$ cat src/hw/rtl/sde_mulsh.sv
// Two-stage signed multiply, add and arithmetic right shift built from 33x33 partial products.
`default_nettype none

module sde_mulsh #(
  parameter int AW = 64,
  parameter int BW = 23,
  parameter int SH = 16,
  parameter int OW = 64
) (
  input  logic                 clk_i,
  input  logic                 en_i,
  input  logic signed [AW-1:0] a_i,
  input  logic signed [BW-1:0] b_i,
  input  logic signed [OW-1:0] c_i,
  output logic signed [OW-1:0] r_o
);

  localparam int NA     = (AW + 31) / 32;
  localparam int NB     = (BW + 31) / 32;
  localparam int W_PROD = AW + BW;
  localparam int W_ADD  = OW + SH;
  localparam int PW     = ((W_PROD > W_ADD) ? W_PROD : W_ADD) + 1;

  logic signed [32:0] a_pc [NA];
  logic signed [32:0] b_pc [NB];
  logic signed [65:0] prod_q [NA][NB];
  logic signed [OW-1:0] c_q;
  logic signed [PW-1:0] sum;
  logic signed [OW-1:0] r_q;

  // Split the operands: low pieces are unsigned, the top piece carries the sign.
  for (genvar i = 0; i < NA; i++) begin : g_apc
    if (i == NA - 1) begin : g_top
      assign a_pc[i] = 33'(signed'(a_i[AW-1:32*i]));
    end else begin : g_low
      assign a_pc[i] = {1'b0, a_i[32*i+31:32*i]};
    end
  end
  for (genvar j = 0; j < NB; j++) begin : g_bpc
    if (j == NB - 1) begin : g_top
      assign b_pc[j] = 33'(signed'(b_i[BW-1:32*j]));
    end else begin : g_low
      assign b_pc[j] = {1'b0, b_i[32*j+31:32*j]};
    end
  end

  // First stage: partial products.
  always_ff @(posedge clk_i) begin
    if (en_i) begin
      for (int i = 0; i < NA; i++) begin
        for (int j = 0; j < NB; j++) begin
          prod_q[i][j] <= a_pc[i] * b_pc[j];
        end
      end
      c_q <= c_i;
    end
  end

  // Second stage: the addend sits above the shift, so the floor applies to the product alone.
  always_comb begin
    sum = PW'(c_q) <<< SH;
    for (int i = 0; i < NA; i++) begin
      for (int j = 0; j < NB; j++) begin
        sum = sum + (PW'(prod_q[i][j]) <<< (32 * (i + j)));
      end
    end
  end

  always_ff @(posedge clk_i) begin
    if (en_i) begin
      r_q <= OW'(sum >>> SH);
    end
  end

  assign r_o = r_q;

endmodule

`default_nettype wire

$ cat config.mk
export PLATFORM = sky130hd
export DESIGN_NAME = sde_mulsh
export DESIGN_NICKNAME = d
export VERILOG_FILES = /design/src/hw/rtl/sde_mulsh.sv
export SDC_FILE = /design/constraint.sdc
export NUM_CORES = 2
export LEC_CHECK = 0
export BUFFER_PORTS_ARGS = -buffer_cell sky130_fd_sc_hd__buf_2
export CORE_MARGIN = 1.5
export CORE_UTILIZATION = 51
export DETAILED_ROUTE_END_ITERATION = 16
export PLACE_DENSITY = 0.71
export SETUP_SLACK_MARGIN = 0.3
export SLEW_MARGIN = 20
export SYNTH_ARGS = -nofsm -noshare
export SYNTH_HDL_FRONTEND = slang
export SYNTH_SLANG_ARGS = --single-unit
$ cat constraint.sdc
create_clock -name clk_i -period 8 [get_ports clk_i]
set_clock_uncertainty 0.15 [all_clocks]
set_input_delay 1.6 -clock clk_i [delete_from_list [all_inputs] [get_ports clk_i]]
set_output_delay 1.6 -clock clk_i [all_outputs]
set_load 0.02 [all_outputs]
==> results_dict.tcl <==
set metrics [dict create \
    status "finished, violations left" \
    violations "setup timing" \
    synthesis.area_um2 58400 \
    via_count 43400 \
    synth_nets 8053 \
    wl_per_cell_um 19.0 \
    hpwl_um 131000 \
    synth_seq_area_share_pct 11.1 \
    max-cap-violations 0 \
    slowest_delay_ps 540 \
    wl_um 156000 \
    async_reset_ff_share_pct 0 \
    crit_buf_inv 9 \
    synth.yosys.warnings 0 \
    synth_edf_count 216 \
    crit_path_frequent_cell "fa_1" \
    clock_latency_ps 580 \
    slew_violations 0 \
    via_per_inst 5.28 \
    pre_cts_ws_ps -980 \
    cts_max_level 1 \
    finalCriticalPeriod_ps 8150 \
    core_um2 113000 \
    numCtsBuffers 25 \
    top_usage_layer "met2" \
    port_buffers 216 \
    layout_common_cells "inv_1, fa_1, nand2_1" \
    grt_pass1_vias 47200 \
    grt_pass1_wl_um 251000 \
    drt_iter0_drc 2689 \
    grt-ovfl-total 0 \
    row_count 123 \
    grt_max_degree 118 \
    antenna_found_initial 15 \
    grtUsageMet1_pct 35.9 \
    area_delta_synth_final_pct 16.8 \
    nFillCells 9229 \
    crit_required_ps 8170 \
    synth_cells 6123 \
    die_area_um2 117000 \
    use_met3_pct 4.14 \
    hold_viol 0 \
    grtUsageTotal_pct 27.6 \
    synth.distinct_cells 73 \
    relSlewSlack_pct 33.7 \
    cp.arrival_ps 8320 \
    met2_usage_pct 46.5 \
    fmax_mhz 123 \
    synth-seq-cells 216 \
    fin_util_pct 60.3 \
    top_level_ports 217 \
    first_pass_iters 6 \
    fin_ws_ps -152 \
    ant_nets 0 \
    crit_fanout 6 \
    avgSynthCellArea_um2 9.54 \
    worstHoldPathType "reg -> reg" \
    critPathLaunchType "input pin" \
    finalSetupViolations 19 \
    end_kind "flop" \
    cts_root_buf "clkbuf_16" \
    slowest_stage "fa_1" \
    period_share_pct 102 \
    fin_area_um2 68200 \
    clk_path_buf_depth 3 \
    mostFrequentLayoutCell "inv_1" \
    worst_slew_pin_slew_ps 995 \
    layout.nets 8631 \
    cts.sink_count 216 \
    cts_tree "done" \
    die_width_um 341 \
    start_util_pct 51.6 \
    post-route-drc-count 0 \
    rsz0062_at_grt "true" \
    ys.flop_type "edfxtp_1" \
    placed_cell_area_um2 65200 \
    die_y_um 341 \
    gp_congestion 0.924 \
    drive_gt1_share_pct 16.9 \
    clkTransAtPathRegs_ps 60 \
    critPathKind "in -> reg" \
    setup_tns_ps -1180 \
    worst_path_dominant_cell_family "adder cells" \
]
sequential cells by signal, indices dropped and copies added, names as in the netlist:
| name | cells |
|---|---|
| prod_q | 88 |
| c_q | 64 |
| r_o | 64 |
per-layer routing:
layer  part of all wire [%]  vias to the layer above
li1                       -                    19200
met1                     40                    22300
met2                     49                     1568
met3                    7.1                      390
met4                    4.7                       12
met5                  0.038                        -
Yosys cell counts, types with 3 or more instances:
cell type  instances  share of area (%)
inv_1           1494                9.6
fa_1            1353                 46
nand2_1          846                5.4
and2_1           625                6.7
ha_1             424                9.1
clkbuf_1         249                1.6
edfxtp_1         216                 11
a21oi_1          131                1.1
xnor2_1          115                1.7
nor2_1           108               0.69
a21o_1            84                1.1
o21ai_0           62               0.53
buf_1             55               0.35
xor2_1            50               0.75
nand2b_1          32               0.34
nand3_1           31               0.27
nand4_1           28               0.30
o21a_1            21               0.27
nor2b_1           19               0.20
nor3_1            18               0.15
o211ai_1          18               0.23
o21bai_1          17               0.22
a211oi_1          13               0.17
a31oi_1           10               0.11
o31ai_1            8               0.10
and3_1             7              0.075
a211o_1            6              0.090
o31a_1             5              0.075
a21boi_0           4              0.051
a31o_2             4              0.060
and4_1             4              0.060
o2111ai_1          4              0.060
a311oi_1           3              0.045
a41oi_1            3              0.045
buf_2              3              0.026
o211a_1            3              0.051
what timing repair did:
action / CTS / global route
gates resized for setup: 226 / 142
pin swaps: 124 / 101
setup endpoints to repair: 54 / 55
gates cloned: 2 / 1
hold endpoints to repair: 0 / 0
buffers inserted: 47 / 17
hold buffers: 0 / 0
logic make-up after synthesis:
family / Yosys count / share of synthesized area, %
xor+xnor: 165 / 2.47
compound gates: 432 / 5.00
simple gates: 1730 / 14.4
flops: 216 / 11.1
buf+inv: 1803 / 11.6
fa+ha+maj: 1777 / 55.4
metrics by stage:
stage                     hold WS [ps]  cells
after floorplan                    363   6123
after global placement             375   8107
after global routing               413   8223
after detailed placement           396   8107
after CTS                          411   8202
final                              412   8226
area by class of cell:
type                       instances  area (µm²)  area share [%]
timing repair buffer             859        7050            10.3
antenna                            6        15.0          0.0220
clock inverter                    21         284           0.416
multi-input combinational       4104       46300            67.8
inverter                        1495        5620            8.23
clock buffer                      25         626           0.917
tap                             1500        1880            2.75
sequential                       216        6490            9.51
final timing paths:
check	from	depth (start not counted)	to	slack, ps
min	prod_q[0][16]	1	r_o[0]	410
max reg2reg	c_q[1]	13	r_o[57]	3100
min reg2reg	prod_q[0][16]	1	r_o[0]	410
max	b_i[3]	28	prod_q[0][65]	-150
worst register-to-register path, cell delays in order (launching register included):
cell and delay (ps):
edfxtp_1 370, ha_1 300, ha_1 240, fa_1 500
a211o_1 350, a211oi_1 310, o21bai_1 240, o2111a_1 460
nor2_1 280, o31a_1 370, o211ai_2 230, a221oi_2 490
o21bai_1 160, xor2_1 170
Power is left out: the tool's default activity adds up to more than one toggle a clock period on the data nets, which glitch-free logic cannot reach.
