## src/hw/rtl/sde_pkg.sv

```systemverilog
// Shared widths, coefficient tables and fixed-point helpers for the seawater density unit.
`default_nettype none

package sde_pkg;

  // Field widths.
  localparam int SAL_W  = 22;
  localparam int TEMP_W = 23;
  localparam int PRES_W = 23;
  localparam int DENS_W = 27;

  // Internal value format: signed Q44 in 64 bits.
  localparam int VAL_W = 64;
  localparam int FRAC  = 44;

  // Scaling of the inputs and of the later steps.
  localparam int SAL_FRAC  = 16;
  localparam int TEMP_FRAC = 16;
  localparam int PRES_FRAC = 12;
  localparam int SQRT_PAD  = 40;
  localparam int Q_FRAC    = 32;
  localparam int NUM_SHIFT = 36;
  localparam int DEN_SHIFT = 28;
  localparam int OUT_SHIFT = 28;

  // Square root unit.
  localparam int RAD_W     = SAL_W + SQRT_PAD;
  localparam int SQ_W      = 64;
  localparam int ROOT_W    = RAD_W / 2;
  localparam int SQ_NITER  = RAD_W / 2 + 1;
  localparam int SQ_PER    = 4;
  localparam int SQ_STG    = (SQ_NITER + SQ_PER - 1) / SQ_PER;
  localparam int S15_W     = ROOT_W + SAL_W;

  // Quotient unit.
  localparam int DIV_NW  = PRES_W + NUM_SHIFT;
  localparam int DIV_DW  = 63 - DEN_SHIFT;
  localparam int DIV_PER = 4;
  localparam int DIV_STG = (DIV_NW + DIV_PER - 1) / DIV_PER;

  // Polynomials in temperature, each padded to six coefficients (lowest power first).
  localparam int NPOLY = 10;
  localparam int NCOEF = 6;
  localparam int P_RW  = 0;
  localparam int P_RS  = 1;
  localparam int P_RQ  = 2;
  localparam int P_KW  = 3;
  localparam int P_KS  = 4;
  localparam int P_KQ  = 5;
  localparam int P_KA  = 6;
  localparam int P_KAS = 7;
  localparam int P_KB  = 8;
  localparam int P_KBS = 9;

  // Each coefficient is CM / 10^CE.
  localparam int CM [NPOLY][NCOEF] = '{
    '{999842594, 6793952, -909529, 1001685, -1120083, 6536332},
    '{824493, -40899, 76438, -82467, 53875, 0},
    '{-572466, 10227, -16546, 0, 0, 0},
    '{1965221, 1484206, -2327105, 1360477, -5155288, 0},
    '{546746, -603459, 109987, -61670, 0, 0},
    '{7944, 16483, -53009, 0, 0, 0},
    '{3239908, 143713, 116092, -577905, 0, 0},
    '{22838, -10981, -16078, 0, 0, 0},
    '{850935, -612293, 52787, 0, 0, 0},
    '{-99348, 20816, 91697, 0, 0, 0}
  };
  localparam int CE [NPOLY][NCOEF] = '{
    '{6, 8, 8, 10, 12, 15},
    '{6, 7, 9, 11, 13, 0},
    '{8, 8, 10, 0, 0, 0},
    '{2, 4, 6, 8, 11, 0},
    '{4, 6, 7, 9, 0, 0},
    '{5, 6, 8, 0, 0, 0},
    '{6, 8, 9, 12, 0, 0},
    '{7, 9, 10, 0, 0, 0},
    '{10, 11, 12, 0, 0, 0},
    '{11, 12, 14, 0, 0, 0}
  };

  // m / 10^e in Q44, rounded to nearest with halves away from zero.
  // Bitwise long division, evaluated at elaboration only.
  function automatic logic signed [63:0] fixq(input int m, input int e);
    logic [127:0] d;
    logic [127:0] n;
    logic [127:0] r;
    logic [127:0] q;
    logic [63:0]  q64;
    int           am;
    d = 128'd1;
    for (int i = 0; i < e; i++) d = d * 128'd10;
    am = (m < 0) ? -m : m;
    n = 128'(am) << FRAC;
    r = '0;
    q = '0;
    for (int i = 127; i >= 0; i--) begin
      r = {r[126:0], n[i]};
      q = {q[126:0], 1'b0};
      if (r >= d) begin
        r = r - d;
        q[0] = 1'b1;
      end
    end
    if ({r[126:0], 1'b0} >= d) q = q + 128'd1;
    q64 = q[63:0];
    return (m < 0) ? -q64 : q64;
  endfunction

  function automatic logic signed [63:0] qcoef(input int k, input int j);
    return fixq(CM[k][j], CE[k][j]);
  endfunction

  // Lone coefficients of the s^2 density term and the s^1.5 pressure term.
  localparam logic signed [63:0] RSS_Q = fixq(48314, 8);
  localparam logic signed [63:0] KQP_Q = fixq(191075, 9);

  // Output limits.
  localparam logic signed [63:0] DENS_LO  = 64'sd980 <<< FRAC;
  localparam logic signed [63:0] DENS_HI  = 64'sd1088 <<< FRAC;
  localparam logic [DENS_W-1:0]  DENS_TOP = DENS_W'(DENS_HI >>> OUT_SHIFT);

endpackage

`default_nettype wire

```

## src/hw/rtl/sde_sqrt.sv

```systemverilog
// Pipelined integer square root of salinity scaled by 2^40, four result bits per stage.
`default_nettype none

module sde_sqrt (
  input  logic                          clk_i,
  input  logic                          en_i,
  input  logic [sde_pkg::SAL_W-1:0]     s_i,
  output logic [sde_pkg::ROOT_W-1:0]    root_o
);

  import sde_pkg::*;

  logic [RAD_W-1:0] x_in [SQ_STG];
  logic [SQ_W-1:0]  r_in [SQ_STG];
  logic [RAD_W-1:0] x_d  [SQ_STG];
  logic [SQ_W-1:0]  r_d  [SQ_STG];
  logic [RAD_W-1:0] x_q  [SQ_STG];
  logic [SQ_W-1:0]  r_q  [SQ_STG];

  assign x_in[0] = {s_i, {SQRT_PAD{1'b0}}};
  assign r_in[0] = '0;

  for (genvar g = 0; g < SQ_STG; g++) begin : g_stg
    if (g > 0) begin : g_chain
      assign x_in[g] = x_q[g-1];
      assign r_in[g] = r_q[g-1];
    end

    // Remainder-based digit recurrence, trial value divided by four each iteration.
    always_comb begin : p_iter
      logic [SQ_W-1:0] x;
      logic [SQ_W-1:0] r;
      logic [SQ_W-1:0] b;
      x = SQ_W'(x_in[g]);
      r = r_in[g];
      b = '0;
      for (int m = 0; m < SQ_PER; m++) begin
        if (g * SQ_PER + m < SQ_NITER) begin
          b = SQ_W'(1) << (2 * (SQ_NITER - 1 - (g * SQ_PER + m)));
          if (x >= r + b) begin
            x = x - (r + b);
            r = (r >> 1) + b;
          end else begin
            r = r >> 1;
          end
        end
      end
      x_d[g] = RAD_W'(x);
      r_d[g] = r;
    end

    always_ff @(posedge clk_i) begin
      if (en_i) begin
        x_q[g] <= x_d[g];
        r_q[g] <= r_d[g];
      end
    end
  end

  assign root_o = r_q[SQ_STG-1][ROOT_W-1:0];

endmodule

`default_nettype wire

```

## config.mk

```make
export PLATFORM = sky130hd
export DESIGN_NAME = sde_sqrt
export DESIGN_NICKNAME = d
export VERILOG_FILES = /design/src/hw/rtl/sde_pkg.sv /design/src/hw/rtl/sde_sqrt.sv
export SDC_FILE = /design/constraint.sdc
export NUM_CORES = 2
export LEC_CHECK = 0
export BUFFER_PORTS_ARGS = -buffer_cell sky130_fd_sc_hd__buf_2
export CAP_MARGIN = 20
export CORE_MARGIN = 2
export CORE_UTILIZATION = 31
export DETAILED_ROUTE_END_ITERATION = 8
export SETUP_SLACK_MARGIN = 0.4
export SKIP_CTS_REPAIR_TIMING = 1
export SLEW_MARGIN = 10
export SYNTH_ARGS = -nofsm -noshare
export SYNTH_HDL_FRONTEND = slang
export SYNTH_SLANG_ARGS = --single-unit
```

## constraint.sdc

```tcl
create_clock -name clk_i -period 27.9 [get_ports clk_i]
set_input_delay 1.395 -clock clk_i [delete_from_list [all_inputs] [get_ports clk_i]]
set_output_delay 1.395 -clock clk_i [all_outputs]
set_load 0.01 [all_outputs]
```

==> impl_metrics.ini <==
[critical_path]
r2r_start = r_q[1][136]
end_kind = register
cp-startpoint = r_q[1][136]
critPathMaxStageDelay_ns = 0.85
slowest_stage = a2111oi_0
cp.depth = 64
rr_worst_depth = 64
crit_family = compound AO/OA/AOI/OAI gates
critPathLaunchType = register
path_buf_inv = 6
crit_type = register to register
arrival_ns = 17.06
crit_fanout = 45
required_ns = 28.26

[logic_synthesis]
synth_flop_cell = edfxtp_1
netlist_instances = 6091
ys_top_cells_by_area = edfxtp_1 (23%), ha_1 (13%), xnor2_1 (6.7%)
post_synth_most_frequent_cells = nor2_1 (598), a21oi_1 (583), nand2_1 (577)
yosys_warnings = 0
async_flop_share_pct = 0
synth.most_common_cell = nor2_1
synth_area_leader_cell = edfxtp_1
synth_area_per_cell_sq_um = 7.977
synth_area_sq_mm = 0.04859
ys_seq_elements = 366
synth_top_area_share_pct = 22.62
syn_nets = 6609
synth.distinct_cells = 119
synth_edf_count = 366
synth_seq_area_share_pct = 22.62

[clocking]
insertion_delay_ns = 0.67
clock-sinks = 366
cts_tree = yes
clk_pin_slew_ns = 0.07
cts_max_level = 2
cts-root-buf = clkbuf_16
clock_path_buffers = 3
cts-buffers-inserted = 46

[timing]
whs_ns = 0.4447
setup_tns_ns = 0
fin_ws_ns = 11.19
hold_viol = 0
fin_skew_ns = 0.06731
fin_crit_sh_pct = 59.88
finalCriticalPeriod_ns = 16.71
rsz0062_at_grt = false
setup_violations = 0
fmax_mhz = 59.86
maxSlewViolCount = 0
relSlewSlack_pct = 29.62
worst_pin_slew_ns = 1.029

[pwr]
intPower_uw = 3534
p_sw_share_pct = 51.98
p_comb_share_pct = 76.9
ir_drop_uv = 127.4
p_switching_uw = 3826
p_clk_share_pct = 8.8
cellPowerDensity_mw_per_mm2 = 139.8
p_seq_share_pct = 14.3
p_leak_uw = 0.02072

[detailed_routing]
vias_per_cell = 5.591
firstDrtPassIters = 8
wl_mm = 148.4
dr_total_vias = 45680
ant_nets = 0
wl_per_cell_microns = 18.16
first_iter_violations = 2812
drc = 0

[global_route]
grt_pass1_wl_mm = 236.3
grtUsageTotal_pct = 18.11
first_global_vias = 43750
grt_start_max_net_pins = 157
grt-ovfl-total = 0
grt_antenna_before_repair = 1

[place]
preCtsSetupSlack_ns = 11.32
port_buffers = 54
dp_hpwl_mm = 120.7
post_dp_cell_area_sq_mm = 0.05106
gp_congestion = 0.9250

[floorplanning]
rows = 145
io_pins = 55
start_util_pct = 31.14
die_h_microns = 399.9
fp.coreArea_sq_mm = 0.1560
die_w_microns = 399.9
dieArea_sq_mm = 0.1599

[final_layout]
area_growth_pct = 8.387
fin_area_sq_mm = 0.05267
final_net_count = 6593
fillerInstances = 16380
drive_above_1_share_pct = 6.201
final_util_pct = 33.75
num_antenna_cells = 0

[hold_path]
hold_depth = 0
min-delay-start = r_q[1][100]
min_path_type = register to register

[status]
outcome = completed

[job]
maxCapViolations = 0
## power groups by stage
stage / Sequential (uW) / Combinational (uW) / Clock, uW
5_1_grt: 1060 / 6300 / 690
3_5_place_dp: 1060 / 5560 / 0
3_3_place_gp: 1060 / 5510 / 0
2_1_floorplan: 988 / 4400 / 0
6_report: 1050 / 5660 / 648
4_1_cts: 1050 / 5600 / 672
## cell type report
type | count | area [sq um] | share of cell area, %
inverters | 287 | 1084 | 2.057
repair buffers | 81 | 493.0 | 0.9360
clock buffers | 50 | 1166 | 2.214
multi-input cells | 5293 | 35910 | 68.19
clock inverters | 35 | 444.2 | 0.8434
flip-flops and latches | 366 | 10990 | 20.87
well taps | 2058 | 2575 | 4.889
## state kept, by name, summed over array words and instances (netlist names)
register  cells
r_q         136
x_q         230
## cell usage in the layout (no fill, tap or decap), types with 62 or more instances in the layout
cell type	synthesis	final
edfxtp_1	366	366
o21a_1	79	79
a21oi_1	583	583
inv_1	275	275
nor3_1	143	143
ha_1	487	487
nand2_1	577	577
xor2_1	237	237
o31ai_1	63	63
mux2_2	62	62
xnor2_1	370	370
nand3_1	165	165
nand2b_1	94	94
or3_1	76	76
o21bai_1	67	67
o21ai_0	345	345
nor4_1	78	78
nand4_1	90	90
nor2b_1	69	69
a31oi_1	68	68
nor2_1	598	598
and2_1	64	64
a21o_1	183	183
## kinds of logic (layout without fill, tap and decap cells)
logic type | count (synthesis) | after routing | share of synthesized area (%)
simple gates | 2276 | 2276 | 23.68
xor+xnor | 608 | 608 | 10.97
mux | 109 | 109 | 2.457
flops | 366 | 366 | 22.62
compound gates | 1806 | 1806 | 23.91
buf+inv | 432 | 453 | 3.523
fa+ha+maj | 494 | 494 | 12.83
## final timing paths
path,to,slack (ns)
worst max-delay path,r_q[1][192],11.19
worst min-delay path,r_q[1][160],0.44
worst max register to register,r_q[1][192],11.19
worst min register to register,r_q[1][160],0.44
## through the flow
step | std cells | power (uW)
2_1_floorplan | 6091 | 5390
6_report | 8170 | 7361
5_1_grt | 8170 | 8056
3_5_place_dp | 8085 | 6618
4_1_cts | 8170 | 7317
3_3_place_gp | 8084 | 6565
## layer usage
| layer | track usage (%) | up-vias | share of wire (%) | wire [microns] |
|---|---|---|---|---|
| met5 | 0 | - | 0 | 0 |
| met4 | 6.548 | 0 | 3.6 | 5370 |
| met3 | 1.678 | 270 | 4.3 | 6323 |
| met2 | 31.37 | 1201 | 47 | 70100 |
| met1 | 23.32 | 21550 | 45 | 66620 |
| li1 | - | 22660 | - | - |
(Power assumes the default switching activity.)
